===== config.mk =====
export PLATFORM = sky130hd
export DESIGN_NAME = spectrum_band_peak_meter
export DESIGN_NICKNAME = d
export VERILOG_FILES = /design/src/hdl/sbpm_pkg.sv /design/src/hdl/sbpm_dp.sv /design/src/hdl/sbpm_ctrl.sv /design/src/hdl/spectrum_band_peak_meter.sv
export SDC_FILE = /design/constraint.sdc
export NUM_CORES = 2
export LEC_CHECK = 0
export ABC_CLOCK_PERIOD_IN_PS = 7550
export BUFFER_PORTS_ARGS = -buffer_cell sky130_fd_sc_hd__buf_2
export CAP_MARGIN = 20
export CORE_UTILIZATION = 63
export CTS_BUF_LIST = sky130_fd_sc_hd__clkbuf_16
export CTS_CLUSTER_DIAMETER = 40
export DETAILED_ROUTE_END_ITERATION = 10
export PLACE_DENSITY_LB_ADDON = 0.25
export SYNTH_ARGS = -nofsm -noshare
export SYNTH_HDL_FRONTEND = slang
export SYNTH_SLANG_ARGS = --single-unit

===== constraint.sdc =====
create_clock -name clk_i -period 7.55 [get_ports clk_i]
set_input_delay 1.51 -clock clk_i [delete_from_list [all_inputs] [get_ports clk_i]]
set_output_delay 1.51 -clock clk_i [all_outputs]
set_load 0.03 [all_outputs]

===== src/hdl/sbpm_pkg.sv =====
// Package for the spectrum band peak meter: item types, command and status
// structs, function and register codes, and the bin-to-band map.
// No dependencies.
`timescale 1ns / 1ps

package sbpm_pkg;

  localparam int NUM_BANDS = 8;
  localparam int BAND_W    = $clog2(NUM_BANDS);
  localparam int MAG_W     = 24;
  localparam int LVL_W     = 8;
  localparam int MS_W      = 32;
  localparam int CFG_W     = 32;
  localparam int CFG_IDX_W = 3;
  localparam int DIV_CNT_W = $clog2(MAG_W);

  // Input function codes.
  localparam logic [1:0] FUNC_BIN   = 2'd0;
  localparam logic [1:0] FUNC_TICK  = 2'd1;
  localparam logic [1:0] FUNC_FRAME = 2'd2;

  // Configuration register indexes.
  localparam logic [CFG_IDX_W-1:0] REG_NOISE_THR  = 3'd0;
  localparam logic [CFG_IDX_W-1:0] REG_TIMEOUT    = 3'd1;
  localparam logic [CFG_IDX_W-1:0] REG_LVL_LIMIT  = 3'd2;
  localparam logic [CFG_IDX_W-1:0] REG_LVL_STEP   = 3'd3;
  localparam logic [CFG_IDX_W-1:0] REG_PEAK_STEP  = 3'd4;
  localparam logic [CFG_IDX_W-1:0] REG_SENS_LOW   = 3'd5;
  localparam logic [CFG_IDX_W-1:0] REG_SENS_HIGH  = 3'd6;

  // Register reset values.
  localparam logic [MAG_W-1:0] RST_NOISE_THR = 24'd500;
  localparam logic [15:0]      RST_TIMEOUT   = 16'd135;
  localparam logic [LVL_W-1:0] RST_LVL_LIMIT = 8'd200;
  localparam logic [LVL_W-1:0] RST_LVL_STEP  = 8'd4;
  localparam logic [LVL_W-1:0] RST_PEAK_STEP = 8'd2;
  localparam logic [31:0]      RST_SENS_LOW  = 32'h2828_2832;
  localparam logic [31:0]      RST_SENS_HIGH = 32'h1919_1919;

  // Upper bin edges of the bands; bins just above band 0 map to no band.
  localparam logic [9:0] EDGE_B0   = 10'd4;
  localparam logic [9:0] EDGE_GAP  = 10'd6;
  localparam logic [9:0] EDGE_B1   = 10'd10;
  localparam logic [9:0] EDGE_B2   = 10'd14;
  localparam logic [9:0] EDGE_B3   = 10'd30;
  localparam logic [9:0] EDGE_B4   = 10'd60;
  localparam logic [9:0] EDGE_B5   = 10'd106;
  localparam logic [9:0] EDGE_B6   = 10'd400;

  typedef struct packed {
    logic [1:0]       func;
    logic [9:0]       bin_index;
    logic [MAG_W-1:0] magnitude;
  } sbpm_in_t;

  typedef struct packed {
    logic [BAND_W-1:0] band;
    logic [LVL_W-1:0]  level;
    logic [LVL_W-1:0]  peak;
    logic              peak_changed;
    logic              last;
  } sbpm_out_t;

  typedef struct packed {
    logic load_item;
    logic tick;
    logic div_start;
    logic div_step;
    logic store_bin;
    logic fe_start;
    logic fe_test;
    logic fe_upd;
    logic fe_next;
  } sbpm_cmd_t;

  typedef struct packed {
    logic [1:0] func;
    logic       hit;
    logic       div_done;
    logic       band_last;
    logic       out_free;
  } sbpm_sts_t;

  // Returns {valid, band}; valid is low for bins that belong to no band.
  function automatic logic [BAND_W:0] map_bin(input logic [9:0] bin);
    logic [BAND_W:0] r;
    if (bin <= EDGE_B0)       r = {1'b1, 3'd0};
    else if (bin <= EDGE_GAP) r = {1'b0, 3'd0};
    else if (bin <= EDGE_B1)  r = {1'b1, 3'd1};
    else if (bin <= EDGE_B2)  r = {1'b1, 3'd2};
    else if (bin <= EDGE_B3)  r = {1'b1, 3'd3};
    else if (bin <= EDGE_B4)  r = {1'b1, 3'd4};
    else if (bin <= EDGE_B5)  r = {1'b1, 3'd5};
    else if (bin <= EDGE_B6)  r = {1'b1, 3'd6};
    else                      r = {1'b1, 3'd7};
    return r;
  endfunction

endpackage


===== src/hdl/sbpm_dp.sv =====
// Datapath of the spectrum band peak meter: configuration registers, band
// state, radix-2 divider, frame-end update and the output register.
// Depends on sbpm_pkg.
`timescale 1ns / 1ps

module sbpm_dp
  import sbpm_pkg::*;
(
  input  logic                 clk_i,
  input  logic                 rst_ni,
  input  logic                 cfg_we_i,
  input  logic [CFG_IDX_W-1:0] cfg_idx_i,
  input  logic [CFG_W-1:0]     cfg_wdata_i,
  input  sbpm_in_t             in_item_i,
  input  logic                 out_ready_i,
  output logic                 out_valid_o,
  output sbpm_out_t            out_item_o,
  input  sbpm_cmd_t            cmd_i,
  output sbpm_sts_t            sts_o
);

  logic [MAG_W-1:0] noise_thr_q;
  logic [15:0]      timeout_q;
  logic [LVL_W-1:0] lvl_limit_q, lvl_step_q, peak_step_q;
  logic [31:0]      sens_low_q, sens_high_q;

  logic [1:0]        func_q;
  logic [MAG_W-1:0]  mag_q;
  logic [BAND_W-1:0] band_q;
  logic              band_vld_q;

  logic [LVL_W-1:0] level_q [NUM_BANDS];
  logic [LVL_W-1:0] peak_q  [NUM_BANDS];
  logic [LVL_W-1:0] shown_q [NUM_BANDS];
  logic [MS_W-1:0]  stamp_q [NUM_BANDS];
  logic [MS_W-1:0]  now_q;

  logic [MAG_W-1:0]     quot_q;
  logic [LVL_W-1:0]     rem_q, dvs_q;
  logic [DIV_CNT_W-1:0] div_cnt_q;

  logic             idle_q;
  logic [LVL_W-1:0] lvnew_q;

  logic      out_valid_q;
  sbpm_out_t out_q;

  logic [BAND_W:0]  map_w;
  logic [31:0]      sens_word;
  logic [LVL_W-1:0] sens_byte;
  logic [LVL_W:0]   trial;
  logic             trial_ge;
  logic [LVL_W-1:0] bin_lvl;
  logic [LVL_W-1:0] cur_lvl, cur_peak, lvl_dec, lvl_clamp;
  logic [LVL_W-1:0] pk_raise, pk_new;
  logic [MS_W-1:0]  idle_ms;

  assign map_w     = map_bin(in_item_i.bin_index);
  assign sens_word = band_q[BAND_W-1] ? sens_high_q : sens_low_q;
  assign sens_byte = sens_word[{band_q[BAND_W-2:0], 3'b000} +: LVL_W];

  // One restoring division step: shift a dividend bit into the remainder.
  assign trial    = {rem_q, quot_q[MAG_W-1]};
  assign trial_ge = trial >= {1'b0, dvs_q};

  assign bin_lvl = (quot_q > {{(MAG_W-LVL_W){1'b0}}, lvl_limit_q}) ? lvl_limit_q
                                                                     : quot_q[LVL_W-1:0];

  assign cur_lvl   = level_q[band_q];
  assign cur_peak  = peak_q[band_q];
  assign idle_ms   = now_q - stamp_q[band_q];
  assign lvl_dec   = (cur_lvl > lvl_step_q) ? cur_lvl - lvl_step_q : '0;
  assign lvl_clamp = (lvl_dec > lvl_limit_q) ? lvl_limit_q : lvl_dec;
  assign pk_raise  = (idle_q && lvnew_q > cur_peak) ? lvnew_q : cur_peak;
  assign pk_new    = (pk_raise > peak_step_q) ? pk_raise - peak_step_q : '0;

  always_ff @(posedge clk_i or negedge rst_ni) begin
    if (!rst_ni) begin
      noise_thr_q <= RST_NOISE_THR;
      timeout_q   <= RST_TIMEOUT;
      lvl_limit_q <= RST_LVL_LIMIT;
      lvl_step_q  <= RST_LVL_STEP;
      peak_step_q <= RST_PEAK_STEP;
      sens_low_q  <= RST_SENS_LOW;
      sens_high_q <= RST_SENS_HIGH;
    end else if (cfg_we_i) begin
      case (cfg_idx_i)
        REG_NOISE_THR: noise_thr_q <= cfg_wdata_i[MAG_W-1:0];
        REG_TIMEOUT:   timeout_q   <= cfg_wdata_i[15:0];
        REG_LVL_LIMIT: lvl_limit_q <= cfg_wdata_i[LVL_W-1:0];
        REG_LVL_STEP:  lvl_step_q  <= cfg_wdata_i[LVL_W-1:0];
        REG_PEAK_STEP: peak_step_q <= cfg_wdata_i[LVL_W-1:0];
        REG_SENS_LOW:  sens_low_q  <= cfg_wdata_i;
        REG_SENS_HIGH: sens_high_q <= cfg_wdata_i;
        default: ;
      endcase
    end
  end

  // Item capture, band selection and divider.
  always_ff @(posedge clk_i or negedge rst_ni) begin
    if (!rst_ni) begin
      func_q     <= FUNC_BIN;
      band_q     <= '0;
      band_vld_q <= 1'b0;
      div_cnt_q  <= '0;
    end else begin
      if (cmd_i.load_item) begin
        func_q     <= in_item_i.func;
        band_q     <= map_w[BAND_W-1:0];
        band_vld_q <= map_w[BAND_W];
      end else if (cmd_i.fe_start) begin
        band_q <= '0;
      end else if (cmd_i.fe_next) begin
        band_q <= band_q + 1'b1;
      end
      if (cmd_i.div_start) begin
        div_cnt_q <= '0;
      end else if (cmd_i.div_step) begin
        div_cnt_q <= div_cnt_q + 1'b1;
      end
    end
  end

  always_ff @(posedge clk_i) begin
    if (cmd_i.load_item) begin
      mag_q <= in_item_i.magnitude;
    end
    if (cmd_i.div_start) begin
      quot_q <= mag_q;
      rem_q  <= '0;
      dvs_q  <= (sens_byte == '0) ? 8'd1 : sens_byte;
    end else if (cmd_i.div_step) begin
      quot_q <= {quot_q[MAG_W-2:0], trial_ge};
      rem_q  <= trial_ge ? (trial[LVL_W-1:0] - dvs_q) : trial[LVL_W-1:0];
    end
    if (cmd_i.fe_test) begin
      idle_q  <= idle_ms > {{(MS_W-16){1'b0}}, timeout_q};
      lvnew_q <= lvl_clamp;
    end
  end

  // Band state.
  always_ff @(posedge clk_i or negedge rst_ni) begin
    if (!rst_ni) begin
      for (int i = 0; i < NUM_BANDS; i++) begin
        level_q[i] <= '0;
        peak_q[i]  <= '0;
        shown_q[i] <= '0;
        stamp_q[i] <= '0;
      end
      now_q <= '0;
    end else begin
      if (cmd_i.tick) begin
        now_q <= now_q + 1'b1;
      end
      if (cmd_i.store_bin) begin
        level_q[band_q] <= bin_lvl;
        stamp_q[band_q] <= now_q;
        if (bin_lvl > cur_peak) begin
          peak_q[band_q] <= bin_lvl;
        end
      end
      if (cmd_i.fe_upd) begin
        if (idle_q) begin
          level_q[band_q] <= lvnew_q;
          stamp_q[band_q] <= now_q;
        end
        peak_q[band_q]  <= pk_new;
        shown_q[band_q] <= pk_new;
      end
    end
  end

  // Output register.
  always_ff @(posedge clk_i or negedge rst_ni) begin
    if (!rst_ni) begin
      out_valid_q <= 1'b0;
    end else if (cmd_i.fe_upd) begin
      out_valid_q <= 1'b1;
    end else if (out_ready_i) begin
      out_valid_q <= 1'b0;
    end
  end

  always_ff @(posedge clk_i) begin
    if (cmd_i.fe_upd) begin
      out_q.band         <= band_q;
      out_q.level        <= idle_q ? lvnew_q : cur_lvl;
      out_q.peak         <= pk_new;
      out_q.peak_changed <= shown_q[band_q] != pk_new;
      out_q.last         <= band_q == BAND_W'(NUM_BANDS - 1);
    end
  end

  assign out_valid_o = out_valid_q;
  assign out_item_o  = out_q;

  assign sts_o.func      = func_q;
  assign sts_o.hit       = band_vld_q && (mag_q > noise_thr_q);
  assign sts_o.div_done  = div_cnt_q == DIV_CNT_W'(MAG_W - 1);
  assign sts_o.band_last = band_q == BAND_W'(NUM_BANDS - 1);
  assign sts_o.out_free  = !out_valid_q || out_ready_i;

endmodule


===== src/hdl/sbpm_ctrl.sv =====
// Controller of the spectrum band peak meter: sequences item decode, the
// divider, bin stores and the frame-end walk. Depends on sbpm_pkg.
`timescale 1ns / 1ps

module sbpm_ctrl
  import sbpm_pkg::*;
(
  input  logic      clk_i,
  input  logic      rst_ni,
  input  logic      in_valid_i,
  output logic      in_ready_o,
  input  sbpm_sts_t sts_i,
  output sbpm_cmd_t cmd_o
);

  localparam logic [2:0] S_IDLE    = 3'd0;
  localparam logic [2:0] S_DECODE  = 3'd1;
  localparam logic [2:0] S_DIV     = 3'd2;
  localparam logic [2:0] S_STORE   = 3'd3;
  localparam logic [2:0] S_FE_TEST = 3'd4;
  localparam logic [2:0] S_FE_UPD  = 3'd5;

  logic [2:0] state_q, state_d;

  assign in_ready_o = state_q == S_IDLE;

  always_comb begin
    state_d = state_q;
    cmd_o   = '0;
    case (state_q)
      S_IDLE: begin
        if (in_valid_i) begin
          cmd_o.load_item = 1'b1;
          state_d         = S_DECODE;
        end
      end
      S_DECODE: begin
        case (sts_i.func)
          FUNC_BIN: begin
            if (sts_i.hit) begin
              cmd_o.div_start = 1'b1;
              state_d         = S_DIV;
            end else begin
              state_d = S_IDLE;
            end
          end
          FUNC_TICK: begin
            cmd_o.tick = 1'b1;
            state_d    = S_IDLE;
          end
          FUNC_FRAME: begin
            cmd_o.fe_start = 1'b1;
            state_d        = S_FE_TEST;
          end
          default: state_d = S_IDLE;
        endcase
      end
      S_DIV: begin
        cmd_o.div_step = 1'b1;
        if (sts_i.div_done) begin
          state_d = S_STORE;
        end
      end
      S_STORE: begin
        cmd_o.store_bin = 1'b1;
        state_d         = S_IDLE;
      end
      S_FE_TEST: begin
        cmd_o.fe_test = 1'b1;
        if (sts_i.out_free) begin
          state_d = S_FE_UPD;
        end
      end
      S_FE_UPD: begin
        cmd_o.fe_upd = 1'b1;
        if (sts_i.band_last) begin
          state_d = S_IDLE;
        end else begin
          cmd_o.fe_next = 1'b1;
          state_d       = S_FE_TEST;
        end
      end
      default: state_d = S_IDLE;
    endcase
  end

  always_ff @(posedge clk_i or negedge rst_ni) begin
    if (!rst_ni) begin
      state_q <= S_IDLE;
    end else begin
      state_q <= state_d;
    end
  end

`ifndef SYNTHESIS
  a_decode_after_transfer: assert property (@(posedge clk_i) disable iff (!rst_ni)
    (state_q == S_DECODE) |-> $past(in_valid_i && in_ready_o))
    else $error("decode entered without an input transfer");

  a_div_to_store: assert property (@(posedge clk_i) disable iff (!rst_ni)
    (state_q == S_DIV && sts_i.div_done) |=> (state_q == S_STORE))
    else $error("divider finished but the store step was skipped");

  a_upd_needs_free_out: assert property (@(posedge clk_i) disable iff (!rst_ni)
    (state_q == S_FE_UPD) |-> $past(sts_i.out_free))
    else $error("band update entered while the output register was occupied");
`endif

endmodule


===== src/hdl/spectrum_band_peak_meter.sv =====
// Spectrum band peak meter. A bin item in a band above the noise threshold
// is decoded, run through 24 radix-2 divider steps and stored; then ready
// returns. A frame end tests and then updates each band in turn, loading
// each result while the output is free; ready returns after the last band.
// The 24-step divider sets the bin rate. Asynchronous active-low reset
// restores register defaults and clears all band state and the ms counter.
`timescale 1ns / 1ps

module spectrum_band_peak_meter
  import sbpm_pkg::*;
(
  input  logic                 clk_i,
  input  logic                 rst_ni,
  input  logic                 cfg_we_i,
  input  logic [CFG_IDX_W-1:0] cfg_idx_i,
  input  logic [CFG_W-1:0]     cfg_wdata_i,
  input  logic                 in_valid_i,
  output logic                 in_ready_o,
  input  sbpm_in_t             in_item_i,
  output logic                 out_valid_o,
  input  logic                 out_ready_i,
  output sbpm_out_t            out_item_o
);

  // The controller accepts one item at a time. A bin item in a band and above
  // the noise threshold runs the shared divider one quotient bit per cycle,
  // then the clamped quotient is written to the band level, may raise the
  // peak, and restamps the band time.
  // A frame end walks the eight bands, each with a test and an update step:
  // the first tests the idle time and computes the decayed level, the second
  // writes the level of an idle band, peak and shown peak and loads the result
  // into the output register. A result waiting there holds up only the walk.

  sbpm_cmd_t cmd;
  sbpm_sts_t sts;

  sbpm_ctrl u_ctrl (
    .clk_i      (clk_i),
    .rst_ni     (rst_ni),
    .in_valid_i (in_valid_i),
    .in_ready_o (in_ready_o),
    .sts_i      (sts),
    .cmd_o      (cmd)
  );

  sbpm_dp u_dp (
    .clk_i       (clk_i),
    .rst_ni      (rst_ni),
    .cfg_we_i    (cfg_we_i),
    .cfg_idx_i   (cfg_idx_i),
    .cfg_wdata_i (cfg_wdata_i),
    .in_item_i   (in_item_i),
    .out_ready_i (out_ready_i),
    .out_valid_o (out_valid_o),
    .out_item_o  (out_item_o),
    .cmd_i       (cmd),
    .sts_o       (sts)
  );

endmodule


==> qor.yml <==
run_status: "complete, no violations"
nNetsFinal: 3889
worst-endpoint-required_ns: 7.94
final_cell_area_um2: 39400
detail_route.wl_per_cell_um: 23.6
r2r_slack_ns: 1.03
largest_net_degree_at_the_start_of_global_routing: 170
yosys_warning_total: 0
final_antenna_net_count: 0
synth_to_final_area_change_pct: 12.8
row_count: 85
die_w_um: 238
detail_route.drc_violations: 0
worstSkewPairLatency_ns: 0.67
tritoncts_clock_tree: "yes"
ys_async_sr_fraction_pct: 86.9
dr_total_vias: 29143
synth.lib_cells_used.distinct: 77
timing.critical_path.to_type: "flip-flop"
yosysTopAreaCellShare_pct: 42.0
ir_worst_vdd_v: 0.000381
post-dp-hpwl_um: 67100
fin_crit_sh_pct: 86.3
fraction_of_final_layout_cells_sized_beyond_drive_strength_1_pct: 13.9
dominant_register_cell_in_the_synthesized_netlist: "sky130_fd_sc_hd__dfrtp_1"
max-cap-violations: 0
cts.reportedPaths.clkPinSlew_ns: 0.06
final_common_cell: "sky130_fd_sc_hd__nand2_1"
cp.arrival_ns: 6.91
cts_h_tree_depth: 3
dr.pass1.iters: 8
synthesis.nets: 3856
netlist_top_cells_area: "sky130_fd_sc_hd__dfrtp_1, sky130_fd_sc_hd__nand2_1, sky130_fd_sc_hd__edfxtp_1"
yosys.area.top_type: "sky130_fd_sc_hd__dfrtp_1"
post_cts_buffers: 0
criticalPathCategory: "flip-flop to flip-flop"
cp-start-kind: "flip-flop"
nFillCells: 3819
design.core.area_um2: 54300
synth.cell_area_um2: 35000
dieArea_um2: 56400
numPortBuffers: 98
clock-sinks: 717
crit_path_max_fanout: 26
dieHeight_um: 238
grt_use_total_pct: 38.0
drt-initial-drc-count: 3207
gp_routability_congestion: 0.964
power_per_cell_area_nw_per_um2: 417
cts.path.max_buffers: 3
grt_setup_unrepaired: "no"
setup_viol: 0
global_route_wire_length_before_repair_um: 165000
detail_route.vias_per_cell: 6.47
finalWirelength_um: 106000
number_of_synthesized_flops_with_an_enable_pin: 86
post_dp_cell_area_um2: 36100
power.leakage_uw: 0.0186
seq_area_frac_synth_pct: 52.6
floorplan.initialDensity_pct: 64.3
synth_register_bits: 717
cts_root_buffer: "sky130_fd_sc_hd__clkbuf_16"
post-route-min-period_ns: 6.52
fin_tns_setup_ns: 0
layout.cells.most_common_list: "sky130_fd_sc_hd__nand2_1, sky130_fd_sc_hd__dfrtp_1, sky130_fd_sc_hd__o21ai_0"
first_global_vias: 29096
timing.slew.headroom_pct: 26.6
gr-total-overflow: 0
max_slew.worst_pin.slew_ns: 1.10
synth_cells: 3645
hold_violations: 0
worst_hold_path_type: "flip-flop to flip-flop"
postCtsHoldBufs: 0
drv_slew: 0
numCtsBuffers: 96
achievable-frequency_ghz: 0.153
number_of_antenna_violations_at_the_first_check_in_global_routing: 3
syn_area_per_cell_um2: 9.59
post_cts_resized: 0
floorplan.io_pins: 99
worst_clock_skew_ns: 0.0234
==> worst paths after layout <==
kind | from | to | cells past startpoint
max | u_dp.band_q[1]$_DFFE_PN0P_ | u_dp.out_item_o[1]$_DFFE_PP_ | 24
min in group asynchronous | rst_ni | u_dp.noise_thr_q[20]$_DFFE_PN0P_ | 1
max reg2reg | u_dp.band_q[1]$_DFFE_PN0P_ | u_dp.out_item_o[1]$_DFFE_PP_ | 24
min | u_dp.stamp_q[170]$_DFF_PN0_ | u_dp.stamp_q[170]$_DFF_PN0_ | 2
min reg2reg | u_dp.stamp_q[170]$_DFF_PN0_ | u_dp.stamp_q[170]$_DFF_PN0_ | 2
max in group asynchronous | rst_ni | u_dp.stamp_q[89]$_DFF_PN0_ | 2
==> critical path, stage by stage (launching register included) <==
cell	delay [ns]
sky130_fd_sc_hd__dfrtp_1	0.93
sky130_fd_sc_hd__and3_2	0.90
sky130_fd_sc_hd__buf_4	0.43
sky130_fd_sc_hd__a22oi_1	0.11
sky130_fd_sc_hd__nand4_1	0.23
sky130_fd_sc_hd__ha_1	0.20
sky130_fd_sc_hd__nor2b_1	0.04
sky130_fd_sc_hd__o21ai_0	0.16
sky130_fd_sc_hd__nand2b_1	0.08
sky130_fd_sc_hd__a21oi_1	0.14
sky130_fd_sc_hd__o21ai_0	0.09
sky130_fd_sc_hd__o211a_1	0.29
sky130_fd_sc_hd__mux2i_1	0.19
sky130_fd_sc_hd__ha_1	0.23
sky130_fd_sc_hd__fa_1	0.44
sky130_fd_sc_hd__nor2b_1	0.16
sky130_fd_sc_hd__o21ai_1	0.09
sky130_fd_sc_hd__a21oi_1	0.21
sky130_fd_sc_hd__o31a_1	0.20
sky130_fd_sc_hd__o31a_1	0.26
sky130_fd_sc_hd__nand2_1	0.08
sky130_fd_sc_hd__buf_4	0.21
sky130_fd_sc_hd__xnor2_1	0.14
sky130_fd_sc_hd__nor4_1	0.29
sky130_fd_sc_hd__nand3_1	0.11
==> metrics by stage <==
step / util, % / total power (uW) / instances / hold slack, ns / setup WS, ns
4_1_cts: 72.2 / 16300 / 4492 / 0.477 / 1.14
6_report: 72.6 / 16400 / 4503 / 0.475 / 1.03
3_3_place_gp: 66.4 / 11600 / 4311 / 0.458 / 1.29
2_1_floorplan: - / 9690 / 3645 / 0.446 / 2.06
5_1_grt: 72.6 / 17200 / 4501 / 0.487 / 0.558
3_5_place_dp: 66.4 / 11800 / 4311 / 0.464 / 1.15
==> power by group <==
| part | switching (uW) | total (uW) | internal [uW] |
|---|---|---|---|
| clock network | 1910 | 4430 | 2520 |
| logic | 4160 | 6610 | 2450 |
| registers | 588 | 5400 | 4810 |
| total | 6650 | 16400 | 9790 |
==> per-layer routing <==
| layer | wire length (um) | vias up | GRT usage (%) |
|---|---|---|---|
| met2 | 49700 | 1703 | 60.4 |
| met4 | 5060 | 0 | 18.8 |
| met1 | 41600 | 14339 | 50.5 |
| met5 | 0 | - | 0 |
| met3 | 9750 | 367 | 7.10 |
| li1 | - | 12734 | - |
==> kinds of logic (layout without fill, tap and decap cells) <==
kind of cell	count (synthesis)	after routing	share of synthesized area, %
AOI/OAI and AO/OA	792	792	14.2
adders and majority gates	135	135	4.92
other	0	3	0
xor gates and xnor gates	80	80	2.00
and+or+nand+nor	1436	1436	17.3
buffers and inverters	331	447	3.60
muxes	154	154	5.43
DFF	717	717	52.6
==> cell usage after synthesis (8+ instances only) <==
| master | number |
|---|---|
| sky130_fd_sc_hd__nand2_1 | 967 |
| sky130_fd_sc_hd__dfrtp_1 | 587 |
| sky130_fd_sc_hd__o21ai_0 | 227 |
| sky130_fd_sc_hd__nor2_1 | 224 |
| sky130_fd_sc_hd__clkbuf_1 | 206 |
| sky130_fd_sc_hd__a21oi_1 | 150 |
| sky130_fd_sc_hd__ha_1 | 131 |
| sky130_fd_sc_hd__a22oi_1 | 130 |
| sky130_fd_sc_hd__o22ai_1 | 115 |
| sky130_fd_sc_hd__inv_1 | 104 |
| sky130_fd_sc_hd__mux2_2 | 100 |
| sky130_fd_sc_hd__edfxtp_1 | 86 |
| sky130_fd_sc_hd__xnor2_1 | 54 |
| sky130_fd_sc_hd__and3_1 | 46 |
| sky130_fd_sc_hd__nand4_1 | 43 |
| sky130_fd_sc_hd__dfstp_2 | 36 |
| sky130_fd_sc_hd__a21o_1 | 35 |
| sky130_fd_sc_hd__a221oi_1 | 32 |
| sky130_fd_sc_hd__a22o_1 | 31 |
| sky130_fd_sc_hd__nand3_1 | 29 |
| sky130_fd_sc_hd__xor2_1 | 26 |
| sky130_fd_sc_hd__nor2b_1 | 25 |
| sky130_fd_sc_hd__mux2_1 | 24 |
| sky130_fd_sc_hd__nor3_1 | 20 |
| sky130_fd_sc_hd__nand2b_1 | 19 |
| sky130_fd_sc_hd__mux4_2 | 16 |
| sky130_fd_sc_hd__mux2i_1 | 14 |
| sky130_fd_sc_hd__nor4_1 | 14 |
| sky130_fd_sc_hd__and4_1 | 10 |
| sky130_fd_sc_hd__buf_1 | 10 |
| sky130_fd_sc_hd__buf_2 | 8 |
| sky130_fd_sc_hd__dfxtp_1 | 8 |
| sky130_fd_sc_hd__o21a_1 | 8 |
==> flip-flops by register name (all words and copies together), names as in the netlist, 24 cells and up, named ones only <==
name / cells
u_dp.mag_q: 24
u_dp.stamp_q: 256
u_dp.shown_q: 64
u_dp.quot_q: 24
u_dp.sens_low_q: 32
u_dp.now_q: 32
u_dp.noise_thr_q: 24
u_dp.peak_q: 64
u_dp.sens_high_q: 32
==> cell type report <==
| cell class | instances | area (um^2) | area share (%) |
|---|---|---|---|
| antenna | 3 | 7.51 | 0.0190 |
| inverter | 106 | 398 | 1.01 |
| tap | 739 | 925 | 2.34 |
| clock inverter | 84 | 729 | 1.85 |
| clock buffer | 97 | 2430 | 6.15 |
| multi-input combinational | 2597 | 15400 | 39.1 |
| sequential | 717 | 18400 | 46.6 |
| timing repair buffer | 160 | 1140 | 2.90 |
(Power assumes the default switching activity.)
